$ cat config.mk
export PLATFORM = sky130hd
export DESIGN_NAME = camera_block_frame_parser_core_flat
export DESIGN_NICKNAME = d
export VERILOG_FILES = /design/src/rtl/core/cbfp_pkg.sv /design/src/rtl/core/cbfp_if.sv /design/src/rtl/core/camera_block_frame_parser_core.sv /design/src/rtl/core/cbfp_in_stage.sv /design/src/rtl/core/cbfp_decode.sv /design/src/rtl/core/cbfp_out_stage.sv /design/src/flat_wrapper.sv
export SDC_FILE = /design/constraint.sdc
export NUM_CORES = 1
export LEC_CHECK = 0
export BUFFER_PORTS_ARGS = -buffer_cell sky130_fd_sc_hd__buf_2
export CORE_ASPECT_RATIO = 1.25
export CORE_MARGIN = 2
export CORE_UTILIZATION = 56
export CTS_CLUSTER_DIAMETER = 60
export DETAILED_ROUTE_END_ITERATION = 7
export PLACE_DENSITY = 0.78
export SYNTH_ARGS = -nofsm -noshare
export SYNTH_HDL_FRONTEND = slang
export SYNTH_HIERARCHICAL = 1
export SYNTH_SLANG_ARGS = --single-unit
$ cat constraint.sdc
create_clock -name clk_i -period 3.75 [get_ports clk_i]
set_input_delay 0.375 -clock clk_i [delete_from_list [all_inputs] [get_ports clk_i]]
set_output_delay 0.375 -clock clk_i [all_outputs]
set_load 0.02 [all_outputs]
$ cat src/rtl/core/cbfp_pkg.sv
// Shared constants and types of the camera block frame parser.
package cbfp_pkg;

  localparam logic [7:0] SYNC_LO   = 8'h55;
  localparam logic [7:0] SYNC_HI   = 8'h56;
  localparam logic [7:0] SYNC_TAIL = 8'hAA;
  localparam logic [7:0] FRAME_TAG = 8'h00;

  localparam int unsigned MSG_LEN = 14;
  localparam int unsigned PosW    = 4;

  localparam logic [PosW-1:0] POS_HUNT  = 4'd0;
  localparam logic [PosW-1:0] POS_SYNC  = 4'd1;
  localparam logic [PosW-1:0] POS_BODY  = 4'd2;
  localparam logic [PosW-1:0] POS_CHK   = 4'd3;
  localparam logic [PosW-1:0] POS_LAST  = 4'd13;

  localparam logic KIND_FRAME = 1'b0;
  localparam logic KIND_BLOCK = 1'b1;

  typedef struct packed {
    logic        kind;
    logic [15:0] signature;
    logic [15:0] obj_x;
    logic [15:0] obj_y;
    logic [15:0] obj_width;
    logic [15:0] obj_height;
  } result_t;

  function automatic logic is_sync(input logic [7:0] b);
    return (b == SYNC_LO) || (b == SYNC_HI);
  endfunction

endpackage

$ cat src/rtl/core/cbfp_if.sv
// Handshake channel interfaces for received bytes and parsed results.
interface cbfp_byte_if;
  logic       valid;
  logic       ready;
  logic [7:0] rx_byte;

  modport source (output valid, output rx_byte, input ready);
  modport sink   (input valid, input rx_byte, output ready);
endinterface

interface cbfp_result_if;
  logic        valid;
  logic        ready;
  logic        kind;
  logic [15:0] signature;
  logic [15:0] obj_x;
  logic [15:0] obj_y;
  logic [15:0] obj_width;
  logic [15:0] obj_height;

  modport source (output valid, output kind, output signature, output obj_x,
                  output obj_y, output obj_width, output obj_height, input ready);
  modport sink   (input valid, input kind, input signature, input obj_x,
                  input obj_y, input obj_width, input obj_height, output ready);
endinterface

$ cat src/rtl/core/camera_block_frame_parser_core.sv
// Top level of the camera block frame parser.
//
// Channel  Direction  Payload
// rx_i     in         rx_byte
// res_o    out        kind, signature, obj_x, obj_y, obj_width, obj_height
//
// One byte is accepted per cycle while the result register can take a result; its result, if any,
// passes from the input register through the decode into the result register.
// Reset clears the byte position to hunting and empties both registers.
// A stalled result holds the decode; bytes keep arriving until the input register fills.
module camera_block_frame_parser_core import cbfp_pkg::*; (
  input  logic   clk_i,
  input  logic   rst_ni,
  cbfp_byte_if.sink     rx_i,
  cbfp_result_if.source res_o
);

  logic       in_valid, out_free, step, res_valid;
  logic [7:0] in_byte;
  result_t    res, res_q;

  assign step = in_valid && out_free;

  cbfp_in_stage u_in (
    .clk_i   (clk_i),
    .rst_ni  (rst_ni),
    .valid_i (rx_i.valid),
    .byte_i  (rx_i.rx_byte),
    .take_i  (step),
    .ready_o (rx_i.ready),
    .valid_o (in_valid),
    .byte_o  (in_byte)
  );

  cbfp_decode u_decode (
    .clk_i       (clk_i),
    .rst_ni      (rst_ni),
    .step_i      (step),
    .byte_i      (in_byte),
    .res_valid_o (res_valid),
    .res_o       (res)
  );

  cbfp_out_stage u_out (
    .clk_i   (clk_i),
    .rst_ni  (rst_ni),
    .load_i  (step),
    .valid_i (res_valid),
    .res_i   (res),
    .ready_i (res_o.ready),
    .free_o  (out_free),
    .valid_o (res_o.valid),
    .res_o   (res_q)
  );

  assign res_o.kind       = res_q.kind;
  assign res_o.signature  = res_q.signature;
  assign res_o.obj_x      = res_q.obj_x;
  assign res_o.obj_y      = res_q.obj_y;
  assign res_o.obj_width  = res_q.obj_width;
  assign res_o.obj_height = res_q.obj_height;

endmodule

$ cat src/rtl/core/cbfp_in_stage.sv
// Input register that holds one received byte until the parser takes it.
module cbfp_in_stage (
  input  logic       clk_i,
  input  logic       rst_ni,
  input  logic       valid_i,
  input  logic [7:0] byte_i,
  input  logic       take_i,
  output logic       ready_o,
  output logic       valid_o,
  output logic [7:0] byte_o
);

  logic       valid_q, valid_d;
  logic [7:0] byte_q;

  assign ready_o = !valid_q || take_i;
  assign valid_d = (valid_q && !take_i) || (valid_i && ready_o);

  always_ff @(posedge clk_i or negedge rst_ni) begin
    if (!rst_ni) begin
      valid_q <= 1'b0;
    end else begin
      valid_q <= valid_d;
    end
  end

  always_ff @(posedge clk_i) begin
    if (valid_i && ready_o) begin
      byte_q <= byte_i;
    end
  end

  assign valid_o = valid_q;
  assign byte_o  = byte_q;

endmodule

$ cat src/rtl/core/cbfp_decode.sv
// Byte position tracker, message store and result decode of the parser.
module cbfp_decode import cbfp_pkg::*; (
  input  logic       clk_i,
  input  logic       rst_ni,
  input  logic       step_i,
  input  logic [7:0] byte_i,
  output logic       res_valid_o,
  output result_t    res_o
);

  logic [PosW-1:0] pos_q, pos_d, pos;
  logic [7:0]      store_q [POS_BODY:POS_LAST-1];

  always_comb begin
    pos         = (pos_q >= PosW'(MSG_LEN)) ? POS_HUNT : pos_q;
    pos_d       = pos;
    res_valid_o = 1'b0;
    res_o       = '0;
    if (pos == POS_HUNT) begin
      pos_d = is_sync(byte_i) ? POS_SYNC : POS_HUNT;
    end else if (pos == POS_SYNC) begin
      if (byte_i == FRAME_TAG) begin
        pos_d       = POS_HUNT;
        res_valid_o = 1'b1;
        res_o.kind  = KIND_FRAME;
      end else if (byte_i == SYNC_TAIL) begin
        pos_d = POS_BODY;
      end else begin
        pos_d = POS_HUNT;
      end
    end else if (pos == POS_CHK && is_sync(store_q[POS_BODY]) && byte_i == SYNC_TAIL) begin
      pos_d       = POS_BODY;
      res_valid_o = 1'b1;
      res_o.kind  = KIND_FRAME;
    end else if (pos == POS_LAST) begin
      pos_d            = POS_HUNT;
      res_valid_o      = 1'b1;
      res_o.kind       = KIND_BLOCK;
      res_o.signature  = {store_q[5], store_q[4]};
      res_o.obj_x      = {store_q[7], store_q[6]};
      res_o.obj_y      = {store_q[9], store_q[8]};
      res_o.obj_width  = {store_q[11], store_q[10]};
      res_o.obj_height = {byte_i, store_q[12]};
    end else begin
      pos_d = pos + 1'b1;
    end
  end

  always_ff @(posedge clk_i or negedge rst_ni) begin
    if (!rst_ni) begin
      pos_q <= POS_HUNT;
    end else if (step_i) begin
      pos_q <= pos_d;
    end
  end

  for (genvar i = POS_BODY; i < POS_LAST; i++) begin : g_store
    always_ff @(posedge clk_i) begin
      if (step_i && pos == PosW'(i)) begin
        store_q[i] <= byte_i;
      end
    end
  end

endmodule

$ cat src/rtl/core/cbfp_out_stage.sv
// Result register that holds one parsed item until the consumer takes it.
module cbfp_out_stage import cbfp_pkg::*; (
  input  logic    clk_i,
  input  logic    rst_ni,
  input  logic    load_i,
  input  logic    valid_i,
  input  result_t res_i,
  input  logic    ready_i,
  output logic    free_o,
  output logic    valid_o,
  output result_t res_o
);

  logic    valid_q, valid_d;
  result_t res_q;

  assign free_o  = !valid_q || ready_i;
  assign valid_d = load_i ? valid_i : (valid_q && !ready_i);

  always_ff @(posedge clk_i or negedge rst_ni) begin
    if (!rst_ni) begin
      valid_q <= 1'b0;
    end else begin
      valid_q <= valid_d;
    end
  end

  always_ff @(posedge clk_i) begin
    if (load_i && valid_i) begin
      res_q <= res_i;
    end
  end

  assign valid_o = valid_q;
  assign res_o   = res_q;

endmodule
$ cat src/flat_wrapper.sv
// flat-port wrapper written by rule: the top's interface ports become plain ports
module camera_block_frame_parser_core_flat import cbfp_pkg::*;
  (clk_i, rst_ni, rx_i_valid, rx_i_rx_byte, rx_i_ready, res_o_valid, res_o_kind, res_o_signature, res_o_obj_x, res_o_obj_y, res_o_obj_width, res_o_obj_height, res_o_ready);
  cbfp_byte_if rx_i_i ();
  cbfp_result_if res_o_i ();
  input  logic clk_i;
  input  logic rst_ni;
  input wire logic [$bits(rx_i_i.valid)-1:0] rx_i_valid;
  input wire logic [$bits(rx_i_i.rx_byte)-1:0] rx_i_rx_byte;
  output wire logic [$bits(rx_i_i.ready)-1:0] rx_i_ready;
  output wire logic [$bits(res_o_i.valid)-1:0] res_o_valid;
  output wire logic [$bits(res_o_i.kind)-1:0] res_o_kind;
  output wire logic [$bits(res_o_i.signature)-1:0] res_o_signature;
  output wire logic [$bits(res_o_i.obj_x)-1:0] res_o_obj_x;
  output wire logic [$bits(res_o_i.obj_y)-1:0] res_o_obj_y;
  output wire logic [$bits(res_o_i.obj_width)-1:0] res_o_obj_width;
  output wire logic [$bits(res_o_i.obj_height)-1:0] res_o_obj_height;
  input wire logic [$bits(res_o_i.ready)-1:0] res_o_ready;
  assign rx_i_i.valid = rx_i_valid;
  assign rx_i_i.rx_byte = rx_i_rx_byte;
  assign rx_i_ready = rx_i_i.ready;
  assign res_o_valid = res_o_i.valid;
  assign res_o_kind = res_o_i.kind;
  assign res_o_signature = res_o_i.signature;
  assign res_o_obj_x = res_o_i.obj_x;
  assign res_o_obj_y = res_o_i.obj_y;
  assign res_o_obj_width = res_o_i.obj_width;
  assign res_o_obj_height = res_o_i.obj_height;
  assign res_o_i.ready = res_o_ready;
  camera_block_frame_parser_core u_core (.clk_i(clk_i), .rst_ni(rst_ni), .rx_i(rx_i_i), .res_o(res_o_i));
endmodule
Word-level counts from Yosys, hierarchy flattened. Memory sizes are Yosys's and may differ from the RTL's. Cells that the tools add are included.

Output and inout port bits: 83. Memories kept: 1. Register bits after elaboration: 95. RAM bits: 88. Word-level logic and storage cells: 140. Input bits: 12.

Multiplexer cells: 67. Equality and inequality tests: 18. Magnitude comparators: 1. Reduce and logical (&&, ||, !) cells: 41. Add/sub/neg operators: 1. Bitwise logic cells: 1.

Memories: u_core.u_decode.store_q (depth 11, width 8, read ports 10, clocked after Yosys merged registers in 0, write ports 1, RTL line cbfp_decode.sv:12) `logic [7:0] store_q [POS_BODY:POS_LAST-1];`.

Operator list (number): $mux 81 (1); $mux 8 (10); $reduce_or 8->1 (10); $mux 4 (15); $mux 1 (39); $eq 8x7->1 const B (4); $eq 4x4->1 const B (6); $logic_and 1x1->1 (18); $eq 4x3->1 const B (4); $eq 4x2->1 const B (2); $eq 8x8->1 const B (1); $logic_not 8->1 (1); $logic_or 1x1->1 (5); $add 4x1->4 const B (1); $eq 4x1->1 const B (1); $ge 4x4->1 const B (1); $logic_not 1->1 (4); $logic_not 4->1 (1); $mux 2 (2); $reduce_or 4->1 (1); $reduce_or 3->1 (1); $not 1->1 (1).

Longest topological paths before layout.
Word-level depth: 17. Gate-level depth with buffers: 7.

Cells and area by module. The synthesis kept the hierarchy.

By module, submodules not included: cbfp_decode (cells each 238, times used 1, seq. area each 2502.4 µm², area each 3390.8 µm²); cbfp_out_stage (cells each 85, times used 1, seq. area each 2457.4 µm², area each 2487.4 µm²); cbfp_in_stage (cells each 12, times used 1, seq. area each 265.3 µm², area each 294.0 µm²); camera_block_frame_parser_core (cells each 1, times used 1, seq. area each 0.0 µm², area each 6.3 µm²).

Worst setup path before layout. No wires, ideal clock.

Kind: reg2reg. From: register u_core.u_in.byte_q[4], in the netlist u_core/u_in/byte_o[4]. To: register, netlist name u_core/u_out/res_o[0]. Clock period less this slack: 2.850 ns. Setup time: 0.383 ns. Required time: 3.367 ns. Cell stages (with the launch flop): 6. Buffers on the path: 0. Setup slack: 0.900 ns. Arrival: 2.467 ns. Cells stage by stage: edfxtp_1 or4_4 or2_1 or3_1 a21oi_1 and2_4.

Longest elaborated chain between the ends: 6. Elaborated cells between the ends (all ways): 8. Classes of those cells: eq/ne: 1; mux: 4; reduce/logical: 3.

Ends and longest elaborated chain: start: declaration (RTL line cbfp_in_stage.sv:14) `logic [7:0] byte_q;`; start signal: assignment (RTL line cbfp_in_stage.sv:29) `byte_q <= byte_i;`; $eq 8x8->1 (RTL line cbfp_decode.sv:31) `end else if (pos == POS_CHK && is_sync(store_q[POS_BODY]) && byte_i == SYNC_TAIL) begin`; $logic_and 1x1->1 (RTL line cbfp_decode.sv:31); $mux 1 (RTL line cbfp_decode.sv:31); $mux 1 (*) (RTL line cbfp_decode.sv:21) `end else if (pos == POS_SYNC) begin`; $mux 1 (*) (RTL line cbfp_decode.sv:19) `if (pos == POS_HUNT) begin`; via u_core.res_valid (RTL line camera_block_frame_parser_core.sv:18) `logic in_valid, out_free, step, res_valid;`; $logic_and 1x1->1 (*) (RTL line cbfp_out_stage.sv:29) `if (load_i && valid_i) begin`.

Mark *: on every way through the listed nets, which the timed path passes. The rest lies on a longest branch. A chain may end at the register's enable or synchronous reset.

Worst setup path in the final report.
From: register u_core.u_in.byte_q[0], in the netlist u_core/u_in/byte_o[0]. To: register, netlist name u_core/u_out/res_o[0].

Longest elaborated chain between the ends: 6. Elaborated cells between the ends (all ways): 8. Classes of those cells: eq/ne: 1; mux: 4; reduce/logical: 3.

Ends and longest elaborated chain (RTL line): $eq 8x8->1 (cbfp_decode.sv:31); $logic_and 1x1->1 (cbfp_decode.sv:31); $mux 1 (cbfp_decode.sv:31); $mux 1 (*) (cbfp_decode.sv:21); $mux 1 (*) (cbfp_decode.sv:19); via u_core.res_valid (camera_block_frame_parser_core.sv:18); $logic_and 1x1->1 (*) (cbfp_out_stage.sv:29).

Marks and branches as above.

==> metrics.txt <==
Area growth syn-to-layout 18.5%; Worst-Margin Slew approximately 1.1 ns; slew margin rel. ~29%; Max Fclk 0.314 GHz; number of inserted diodes 0; fin util 68.6%; worst hold path class input pin to flip-flop; Final Slew Violations 0; Setup Crit Path Kind flip-flop to flip-flop; Bufs on Longest Clock Path 2; CTS Root Buffer Type clkbuf_16; later-pin clock latency in the skew report 0.41 ns; Via Count about 3,000; DR iter-0 viols ~220; status complete, no violations; crit path DAT about 3.3 ns; post-synthesis cell count 336; period utilisation layout 84.9%; flop and latch count out of synthesis about 180; Hold Fails Final Rpt 0; WL/cell 17.2 um; row count 42; Die Footprint 11,900 um2; Die X 98.0 um; Hold Path Stages 1; Finished Layout Cells around 590; sequential-to-total area share from yosys stat 84.6%; critical path startpoint category flip-flop; Setup Total Neg Slack 0 ns; Peak supply drop 0.392 mV; # resized after CTS 0; H-tree lvl count 4; Pre-Repair DR Iteration Count 5; Net Count, Synth 348; Post-CTS Setup Inserts 0; Ys Warns 6; TritonCTS Sinks about 180; vias per cell 5.18; num ports 95; Synth Area per Inst 18.4 um2; Max-cap violations 0; Final min period 3.18 ns; Pwr Density about 670 nW/um2; largest net degree at the start of global routing 43; routability cong. between 0.9 and 1; Final setup viols 0; residual DRC count 0; Total Wirelength 10.1 mm; synthesized area 6180 um2; Worst Path Max Fanout 42; fin nets 455; initial antenna violation count 0; Crit. End Element flip-flop; Post-Place Cells around 560; Pleak 2.67 nW; number of port buffers 94; clock-pin slew on the worst setup and hold paths ~0.06 ns; Final Power 4.90 mW; first-pass GRT wire length ~16 mm; RSZ-0062 raised after global routing false; core region area 10,700 um2; layout cells sized above 1 between 20% and 30%; Overflow after GRT 0; DPL Wire Length 6.21 mm; CTS Buf Count 17; clock skew about 0.0074 ns; number of global-route vias before repair approximately 3,000; Post-CTS Hold Buffers 1; Routed Antenna Nets 0; WP data required approximately 3.9 ns; GRT Util Overall 17.9%; Initial Utilization 57.9%; FF-to-FF path depth 6; CTS tree yes; leading area contributor after synthesis edfxtp_1; Die Span Y 121 um; synth unique cells 32; post-synth top area share 82.1%; top post-synthesis cells by area edfxtp_1 82%, and2_1 8.1%, dfrtp_1 2.4%, nor2_1 0.91%, clkbuf_1 0.73%
-- cell families after synthesis --
group                     share of synthesized area (%)
DFF                                                84.6
and+or+nand+nor                                    12.7
AOI/OAI and AO/OA                                  1.30
xor gates and xnor gates                          0.284
buffers and inverters                              1.15
-- critical path: stages, from the launching register on --
cell and delay, ns:
edfxtp_1 0.60, or4_4 0.56, or2_1 0.26, or3_1 0.37, a21oi_1 0.19, and2_4 0.53
buf_12 0.30
-- final timing paths --
kind | startpoint | end | slack, ns
min in group asynchronous | rst_ni | u_core/u_decode/pos_q[1] | 0.31
max | u_core/u_in/byte_o[0] | u_core/u_out/res_o[0] | 0.57
min reg2reg | u_core/u_decode/store_q[0][51] | u_core/u_out/res_o[35] | 0.51
max in group asynchronous | rst_ni | u_core/u_decode/pos_q[0] | 3.29
max reg2reg | u_core/u_in/byte_o[0] | u_core/u_out/res_o[0] | 0.57
min | rx_i_rx_byte[5] | u_core/u_in/byte_o[5] | 0.14
-- state kept, by name, summed over array words and instances, names as in the netlist --
signal,cells
u_core/u_in/valid_o,1
u_core/u_decode/pos_q,4
u_core/u_out/valid_o,1
u_core/u_decode/store_q,80
u_core/u_out/res_o,81
u_core/u_in/byte_o,8
-- where the power goes --
group | switching [mW] | internal (mW) | total, mW
combinational | 0.542 | 0.231 | 0.773
clock | 0.636 | 0.836 | 1.47
sequential | 0.143 | 2.51 | 2.65
total | 1.32 | 3.57 | 4.90
-- Yosys cell counts (all sizes together) --
cell,number
a21oi,3
xor2,1
a21o,2
nand2,9
or2,1
nor2,15
edfxtp,169
and3,1
and2,83
a31oi,1
nor3,4
nand3,2
or3,3
nor2b,3
dfrtp,6
nand4,3
a32oi,1
xnor2,1
o211ai,1
clkbuf,12
buf,2
nor4,2
o41ai,1
nand2b,5
o21ai,2
o21bai,1
inv,1
or4,1
-- layout by cell type, fill, tap and decap left out, drive strengths merged, types with 2 or more instances in the layout --
| cell | Yosys | routed |
|---|---|---|
| a21o | 2 | 2 |
| a21oi | 3 | 3 |
| and2 | 83 | 83 |
| buf | 2 | 101 |
| clkbuf | 12 | 24 |
| clkinv | 0 | 6 |
| clkinvlp | 0 | 2 |
| dfrtp | 6 | 6 |
| edfxtp | 169 | 169 |
| nand2 | 9 | 9 |
| nand2b | 5 | 5 |
| nand3 | 2 | 2 |
| nand4 | 3 | 3 |
| nor2 | 15 | 15 |
| nor2b | 3 | 3 |
| nor3 | 4 | 4 |
| nor4 | 2 | 2 |
| o21ai | 2 | 2 |
| or3 | 3 | 3 |
-- layout make-up --
| class | count | area (um2) |
|---|---|---|
| fill | 704 | 3340 |
| inverter | 1 | 3.75 |
| sequential | 175 | 5230 |
| clock buffer | 24 | 452 |
| clock inverter | 8 | 42.5 |
| tap | 132 | 165 |
| timing repair buffer | 102 | 546 |
| multi-input combinational | 146 | 890 |
-- routing by layer --
| layer | part of all wire, % | track usage [%] | routed length (um) | up-vias |
|---|---|---|---|---|
| met4 | 1.4 | 8.16 | 144 | 0 |
| met1 | 39 | 21.4 | 3890 | 1466 |
| met5 | 0 | 0 | 0 | - |
| met2 | 54 | 30.1 | 5420 | 128 |
| met3 | 6.2 | 5.30 | 627 | 17 |
| li1 | - | - | - | 1432 |
-- through the flow --
stage	setup WS (ns)	area [um2]	hold slack [ns]
detailed placement	0.609	6820	0.206
global route	0.424	7320	0.115
global placement	0.708	6820	0.202
finish	0.567	7320	0.140
CTS	0.591	7320	0.119
floorplan	0.900	6180	0.0794
Note: power is estimated with default switching activity, not from simulation.
